==> src/rtl/ttb_pkg.sv <==
// Shared types, widths and constants of the triangle tangent basis unit.
// No dependencies; every other file of the block imports this package.
package ttb_pkg;

  localparam int unsigned FRAC_BITS = 16;                 // fraction bits of Q format
  localparam int unsigned DATA_W    = 32;                 // field width
  localparam int unsigned DELTA_W   = DATA_W + 1;         // exact difference of two fields
  localparam int unsigned PROD_W    = 2 * DELTA_W;        // product of two deltas
  localparam int unsigned ACC_W     = PROD_W + 1;         // a*b - c*d, signed
  localparam int unsigned MAG_W     = ACC_W - 1;          // magnitude of a cross term
  localparam int unsigned REM_W     = MAG_W + 1;          // partial remainder
  localparam int unsigned QUO_W     = DATA_W;             // quotient bits developed
  localparam int unsigned XW        = MAG_W + FRAC_BITS;  // scaled dividend
  localparam int unsigned DIV_CNT_W = $clog2(QUO_W);
  localparam int unsigned JOB_W     = 3;                  // cross-product index 0..6
  localparam int unsigned NUM_VEC   = 6;                  // tangent xyz, bitangent xyz

  localparam logic [1:0] SLOT_LAST = 2'd2;
  localparam logic [DATA_W-1:0] SAT_MAX = {1'b0, {(DATA_W-1){1'b1}}};
  localparam logic [DATA_W-1:0] SAT_MIN = {1'b1, {(DATA_W-1){1'b0}}};

  typedef struct packed {
    logic signed [DATA_W-1:0] pos_x;
    logic signed [DATA_W-1:0] pos_y;
    logic signed [DATA_W-1:0] pos_z;
    logic signed [DATA_W-1:0] tex_u;
    logic signed [DATA_W-1:0] tex_v;
  } vtx_t;

  typedef struct packed {
    logic signed [DATA_W-1:0] tangent_x;
    logic signed [DATA_W-1:0] tangent_y;
    logic signed [DATA_W-1:0] tangent_z;
    logic signed [DATA_W-1:0] bitangent_x;
    logic signed [DATA_W-1:0] bitangent_y;
    logic signed [DATA_W-1:0] bitangent_z;
    logic [1:0]               vertex_slot;
    logic                     degenerate;
    logic                     last_of_triangle;
  } res_t;

  typedef struct packed {
    logic start;
  } div_ctrl_t;

  typedef struct packed {
    logic busy;
    logic done;
  } div_stat_t;

  typedef enum logic [1:0] {
    DIV_IDLE,
    DIV_RUN,
    DIV_DONE
  } div_state_e;

  typedef enum logic [2:0] {
    ST_IDLE,
    ST_MUL0,
    ST_MUL1,
    ST_ACC,
    ST_DSTART,
    ST_DWAIT,
    ST_OUT
  } ttb_state_e;

endpackage

==> src/rtl/ttb_div.sv <==
// Iterative signed divider: (num * 2^FRAC_BITS) / den, truncated, saturated to 32 bits.
// Restoring division, one quotient bit per cycle. Depends on ttb_pkg.
module ttb_div import ttb_pkg::*; (
  input  logic                    clk_i,
  input  logic                    rst_ni,
  input  div_ctrl_t               ctrl_i,
  input  logic signed [ACC_W-1:0] num_i,
  input  logic signed [ACC_W-1:0] den_i,
  output div_stat_t               stat_o,
  output logic signed [QUO_W-1:0] quo_o
);

  div_state_e state_q, state_d;

  logic [DIV_CNT_W-1:0] cnt_q;
  logic [REM_W-1:0]     rem_q;
  logic [MAG_W-1:0]     den_q;
  logic [QUO_W-1:0]     low_q;
  logic [QUO_W-1:0]     quo_q;
  logic                 neg_q;
  logic                 sat_q;

  logic [ACC_W-1:0] num_abs, den_abs;
  logic [XW-1:0]    xw;
  logic [REM_W-1:0] rem0, trial, den_ext;
  logic             sat0, ge;

  // Magnitudes; a cross term never reaches 2^(MAG_W), so the top bit drops.
  assign num_abs = num_i[ACC_W-1] ? ACC_W'(-num_i) : ACC_W'(num_i);
  assign den_abs = den_i[ACC_W-1] ? ACC_W'(-den_i) : ACC_W'(den_i);
  assign xw      = {num_abs[MAG_W-1:0], {FRAC_BITS{1'b0}}};
  assign rem0    = REM_W'(xw[XW-1:QUO_W]);
  // The quotient needs more than QUO_W bits exactly when the upper dividend reaches den.
  assign sat0    = rem0 >= {1'b0, den_abs[MAG_W-1:0]};

  assign den_ext = {1'b0, den_q};
  assign trial   = {rem_q[REM_W-2:0], low_q[QUO_W-1]};
  assign ge      = trial >= den_ext;

  always_comb begin
    state_d = state_q;
    case (state_q)
      DIV_IDLE: if (ctrl_i.start) begin
        state_d = sat0 ? DIV_DONE : DIV_RUN;
      end
      DIV_RUN: if (cnt_q == DIV_CNT_W'(QUO_W - 1)) begin
        state_d = DIV_DONE;
      end
      DIV_DONE: state_d = DIV_IDLE;
      default: state_d = DIV_IDLE;
    endcase
  end

  always_comb begin
    stat_o = '0;
    case (state_q)
      DIV_RUN:  stat_o.busy = 1'b1;
      DIV_DONE: begin
        stat_o.busy = 1'b1;
        stat_o.done = 1'b1;
      end
      default: stat_o = '0;
    endcase
  end

  always_ff @(posedge clk_i or negedge rst_ni) begin
    if (!rst_ni) begin
      state_q <= DIV_IDLE;
      cnt_q   <= '0;
    end else begin
      state_q <= state_d;
      if (state_q == DIV_RUN) begin
        cnt_q <= cnt_q + DIV_CNT_W'(1);
      end else begin
        cnt_q <= '0;
      end
    end
  end

  always_ff @(posedge clk_i) begin
    if (state_q == DIV_IDLE && ctrl_i.start) begin
      rem_q <= rem0;
      den_q <= den_abs[MAG_W-1:0];
      low_q <= xw[QUO_W-1:0];
      neg_q <= num_i[ACC_W-1] ^ den_i[ACC_W-1];
      sat_q <= sat0;
      quo_q <= '0;
    end else if (state_q == DIV_RUN) begin
      rem_q <= ge ? REM_W'(trial - den_ext) : trial;
      low_q <= {low_q[QUO_W-2:0], 1'b0};
      quo_q <= {quo_q[QUO_W-2:0], ge};
    end
  end

  always_comb begin
    if (neg_q) begin
      if (sat_q || quo_q > SAT_MIN) begin
        quo_o = SAT_MIN;
      end else begin
        quo_o = QUO_W'(-quo_q);
      end
    end else begin
      if (sat_q || quo_q[QUO_W-1]) begin
        quo_o = SAT_MAX;
      end else begin
        quo_o = quo_q;
      end
    end
  end

endmodule

==> config.mk <==
export PLATFORM = sky130hd
export DESIGN_NAME = ttb_div
export DESIGN_NICKNAME = d
export VERILOG_FILES = /design/src/rtl/ttb_pkg.sv /design/src/rtl/ttb_div.sv
export SDC_FILE = /design/constraint.sdc
export NUM_CORES = 1
export LEC_CHECK = 0
export ABC_CLOCK_PERIOD_IN_PS = 4920
export BUFFER_PORTS_ARGS = -buffer_cell sky130_fd_sc_hd__buf_2
export CORE_ASPECT_RATIO = 0.6
export CORE_MARGIN = 3
export CORE_UTILIZATION = 46
export DETAILED_ROUTE_END_ITERATION = 6
export SETUP_SLACK_MARGIN = 0.05
export SYNTH_ARGS = -nofsm -noshare
export SYNTH_HDL_FRONTEND = slang
export SYNTH_SLANG_ARGS = --single-unit
==> constraint.sdc <==
create_clock -name clk_i -period 4.92 [get_ports clk_i]
set_input_delay 0 -clock clk_i [delete_from_list [all_inputs] [get_ports clk_i]]
set_output_delay 0 -clock clk_i [all_outputs]
set_load 0.01 [all_outputs]
* Word level (Yosys, flattened, before mapping) *
Cells that the tools add are included.

cells by class
  multipliers = 0
  eq/ne operators = 5
  reductions and logical operators = 7
  bitwise logic cells = 1
  order comparisons = 3
  mux-type cells = 17
  add/subtract/negate cells = 5
  shift operators = 0
  divide/modulo/power cells = 0

operators by type and width
  operator              count
  $mux 66               3
  $mux 32               5
  $neg 66->66           2
  $mux 50               2
  $ge 67x66->1          1
  $ge 50x66->1          1
  $sub 66x66->66        1
  $gt 32x32->1 const B  1
  $neg 32->32           1
  $mux 2                3
  $add 5x1->5 const B   1
  $eq 5x5->1 const B    1
  $mux 5                1
  $ne 2x2->1 const B    2
  $pmux 2 s2            1
  $eq 2x1->1 const B    1
  $eq 2x2->1 const B    1
  $logic_not 2->1       1
  $logic_or 1x1->1      2
  $mux 1                2
  $reduce_and 2->1      1
  $reduce_bool 2->1     1
  $reduce_or 2->1       1
  $logic_and 1x1->1     1
  $xor 1x1->1           1

word-level totals
  bits in writable memories = 0
  register bits = 189
  bits in latches = 0
  output and inout port bits = 34
  logic and storage cells = 47
  input port bits = 137
  bits in read-only memories = 0
  memories kept = 0

* Logic depth before layout (Yosys ltp) *
  depth in word-level cells = 6
  mapped depth = 19
  depth with buffers taken out = 18

* Least setup slack after synthesis *
OpenSTA, ideal clock, no wires.

  path type = in2reg
  from = in num_i[18]
  to = reg state_q[1]
  stages on the path = 18
  arrival time = 4.298 ns
  path buffers = 1
  required time = 4.796 ns
  slack = 0.498 ns
  library setup time = 0.124 ns
  path through = or4_1 > nor4b_1 > nand3b_1 > or4_1 > clkbuf_1 > o21ai_1 > nand2_1 > xor2_1 > ha_1 > a21o_1 > a21o_1 > a21oi_1 > o211ai_1 > a221o_1 > a21oi_1 > or3b_2 > and4_4 > o31a_1

between the ends
  word-level cells in the longest chain between the ends = 6

RTL lines
  item                  RTL line       source
  from (decl)           ttb_div.sv:7   input logic signed [ACC_W-1:0] num_i,
  $neg 66->66           ttb_div.sv:29  assign num_abs = num_i[ACC_W-1] ? ACC_W'(-num_i) : ACC_W'(num_i);
  $mux 66 (*)           ttb_div.sv:29
  $ge 50x66->1 (*)      ttb_div.sv:34  assign sat0 = rem0 >= {1'b0, den_abs[MAG_W-1:0]};
  named net sat0        ttb_div.sv:26  logic sat0, ge;
  $mux 2 (*)            ttb_div.sv:44  state_d = sat0 ? DIV_DONE : DIV_RUN;
  $mux 2 (*)            ttb_div.sv:43  DIV_IDLE: if (ctrl_i.start) begin
  $pmux 2 s2 (*)        ttb_div.sv:42  case (state_q)
  to (signal assigned)  ttb_div.sv:71  state_q <= state_d;
  to (decl)             ttb_div.sv:13  div_state_e state_q, state_d;

The timed path passes the listed nets; every way through them passes the cells marked *. The select of a mux whose other input is x is not followed.
A chain may end at the register's enable or synchronous reset.

* Worst setup path after layout *
  from = in den_i[28]
  to = reg state_q[1]

between the ends
  word-level cells in the longest chain between the ends = 6

RTL lines
  item              RTL line       source
  from (decl)       ttb_div.sv:8   input logic signed [ACC_W-1:0] den_i,
  $neg 66->66       ttb_div.sv:30  assign den_abs = den_i[ACC_W-1] ? ACC_W'(-den_i) : ACC_W'(den_i);
  $mux 66 (*)       ttb_div.sv:30
  $ge 50x66->1 (*)  ttb_div.sv:34
  named net sat0    ttb_div.sv:26
  $mux 2 (*)        ttb_div.sv:44
  $mux 2 (*)        ttb_div.sv:43
  $pmux 2 s2 (*)    ttb_div.sv:42

Marks and branches as above.

==> run summary <==
synth unique cells = 88
vias in the first global route = 15831
Initial Util = 47.0%
status = completed
Critical Path Fanout Max = 10
DR vias = 17697
DP HPWL = 49400 µm
final WL = 62900 µm
minimum clock period = 4750 ps
first-pass GRT wire length = 94600 µm
Final Wtd Congestion = 1.02
Critical Path RT = 5270 ps
TritonCTS Buffers = 17
initial antenna violation count = 17
Lkg Pwr = 8.49 nW
CP Cell Sequence = dlygate4sd3_1 -> buf_2 -> or4_1 -> or4_1 -> buf_4 -> or2_1 -> o21ai_0 -> xor2_1 -> ha_1 -> a21o_1 -> a21oi_1 -> o211ai_1 -> a221o_1 -> a21oi_1 -> or3b_2 -> and4_4 -> o31a_1
Mapped Area = 0.0172 mm²
worst skew pair latency = 460 ps
area leader, netlist = edfxtp_1
Yosys Warn Count = 0
drt pass-1 iters = 6
WS Path Type = in -> reg
ranking of synthesized cells by area = edfxtp_1 23%, ha_1 9.0%, dfxtp_1 5.6%, nand2_1 5.1%, xnor2_1 5.0%
DIE AREA = 0.0399 mm²
Core Area = 0.0366 mm²
num ports = 171
largest net degree at the start of global routing = 107
fin. max-slew vios = 0
Clock Skew = 13.9 ps
Hold Crit Class = in -> reg
CTS HTree Levels = 4
Hold Slack = 22.4 ps
Synth top area share = 23.4%
critical path's slowest cell = or4_1
Final setup viols = 0
Antenna Nets Post-Route = 0
Reg area = 0.00516 mm²
Area Growth Syn to Fin = 17.5%
period utilisation layout = 96.5%
Max Root-Sink Buffers = 2
Post-synth ARST share = 3.70%
fill cell count = 3460
root buffer cell = clkbuf_16
Yosys reg bits = 189
Iteration-0 DRC Markers = 2073
Finished Layout Cells = 2881
Syn Inst Count = 2131
drt via density = 6.14
final hold vios = 0
slowest stage delay, CP = 600 ps
fmax = 0.211 GHz
Final TNS setup = 0 ps
Layout Nets = 2615
Reg clk slew, reported paths = 80 ps
row cnt = 54
gr ovfl total = 0
clock sinks = 189
VDD IR-drop max = 0.342 mV
Rel. slew slack = 26.0%
critical path data arrival time = 5100 ps
residual DRC count = 0
endpoint class of the critical path = flip-flop
Max-Cap Viols = 0
Die W = 256 µm
RSZ-0062 raised after global routing = no
Post-Syn Nets = 2393
PD cells = 592 mW/mm²
Multi-input gate area = 0.0111 mm²
sequential share of the synthesized area = 30.0%
Worst Tran Pin Value = 1110 ps
Total Routing Usage GR = 30.7%
Synth Flop Type = edfxtp_1
power after layout = 12.0 mW
Setup Buffers After CTS = 0
Post-synth EDFFs = 134
share of layout cells above drive strength 1 = 13.1%
wire length per cell = 21.8 µm
CTS tree = yes
Port Buf Inserts = 170
Final Util = 55.3%
synthesized area per cell = 8.08 µm²
Startpoint Class = input pin
placed cells = 2760
Vert. Die Dim = 156 µm
per-stage QoR:
| stage | setup WS, ps | cell area [µm²] |
|---|---|---|
| floorplan | 498 | 17200 |
| global placement | 116 | 18800 |
| detailed placement | 13.2 | 18800 |
| CTS | 141 | 20200 |
| global route | 38.0 | 20200 |
| finish | 170 | 20200 |
power breakdown:
group / internal, mW / leakage, nW / switching (mW)
Sequential: 2.48 / 1.76 / 0.290
Combinational: 2.78 / 6.44 / 4.97
Clock: 0.741 / 0.289 / 0.704
metal layers:
| layer | global-route usage (%) | wire length, µm |
|---|---|---|
| met1 | 47.7 | 30300 |
| met3 | 11.4 | 8180 |
| met5 | 0 | 65 |
| met2 | 39.5 | 23300 |
| met4 | 6.48 | 1080 |
cells by family after synthesis:
family / after synthesis / share of synthesized area, %
AND/OR/NAND/NOR: 721 / 20.7
AO/OA/AOI/OAI: 606 / 22.9
XOR/XNOR: 172 / 8.75
multiplexers: 43 / 2.54
flip-flops: 189 / 30.0
buffers and inverters: 275 / 6.05
adder cells (fa/ha/maj): 125 / 9.13
synth_stat cells (all sizes together), types with 4 or more instances:
cell type  instances
o41ai             33
o211ai            17
nor2b             17
dfrtp              7
a211oi            14
o21a              11
mux2               5
edfxtp           134
nor2             165
o21bai            21
or3               44
a21boi             5
nor3b              4
a21oi            122
nor3              40
a211o              6
nor4              24
nand2b            18
or4               28
xor2              74
nand2            236
and2              15
o311ai            23
nand3             39
o21ai            171
nor4b              5
or3b               5
a221oi             6
dfxtp             48
mux2i             38
o31a               5
xnor2             98
inv              163
and3               7
buf               24
or2               12
clkbuf            87
ha               124
nand4             48
a31oi             53
a21o              43
o31ai             37
timing repair:
action | in CTS | in global routing
hold buffers | 78 | 0
gates resized for setup | 0 | 5
endpoints found under the setup margin | 0 | 3
endpoints found under the hold margin | 84 | 0
worst max-delay path, delay by kind of cell:
kind	cells	cell delay (ps)
AO/OA/AOI/OAI	7	1400
XOR/XNOR	1	280
adder cells (fa/ha/maj)	1	290
buffers and inverters	3	920
AND/OR/NAND/NOR	5	2220
state kept, by name (all words and copies together) (netlist names):
signal / cells
cnt_q: 5
den_q: 66
low_q: 16
neg_q: 1
quo_q: 32
rem_q: 66
sat_q: 1
state_q: 2
final timing paths:
| check | to | slack (ps) | from | cells past startpoint |
|---|---|---|---|---|
| max | state_q[1]$_DFFE_PN0P_ | 170 | den_i[28] | 17 |
| min | rem_q[1]$_DFFE_PP_ | 20 | num_i[17] | 4 |
| max reg2reg | rem_q[31]$_DFFE_PP_ | 320 | rem_q[10]$_DFFE_PP_ | 13 |
| min reg2reg | cnt_q[0]$_DFF_PN0_ | 480 | cnt_q[0]$_DFF_PN0_ | 1 |
| max in group asynchronous | cnt_q[1]$_DFF_PN0_ | 4120 | rst_ni | 3 |
| min in group asynchronous | cnt_q[4]$_DFF_PN0_ | 540 | rst_ni | 3 |
area by class of cell:
class | instances | share of cell area, %
antenna | 11 | 0.136
timing repair buffer | 314 | 10.6
multi-input combinational | 1667 | 54.7
tap | 504 | 3.12
inverter | 164 | 3.05
clock buffer | 20 | 2.26
sequential | 189 | 25.5
clock inverter | 12 | 0.624
cells in the final DEF (no fill, tap or decap), types with 17 or more instances in the layout:
master	n
a21o_1	43
a21oi_1	122
a31oi_1	53
buf_2	170
buf_4	64
clkbuf_16	17
dfxtp_1	48
dlygate4sd3_1	78
edfxtp_1	134
ha_1	123
inv_1	161
mux2i_1	38
nand2_1	235
nand2b_1	18
nand3_1	39
nand4_1	47
nor2_1	163
nor2b_1	17
nor3_1	40
nor4_1	21
o211ai_1	17
o21ai_0	169
o21bai_1	21
o311ai_0	23
o31ai_1	36
o41ai_1	30
or3_1	44
or4_1	26
xnor2_1	97
xor2_1	74
Power figures use the tool's default switching activity.
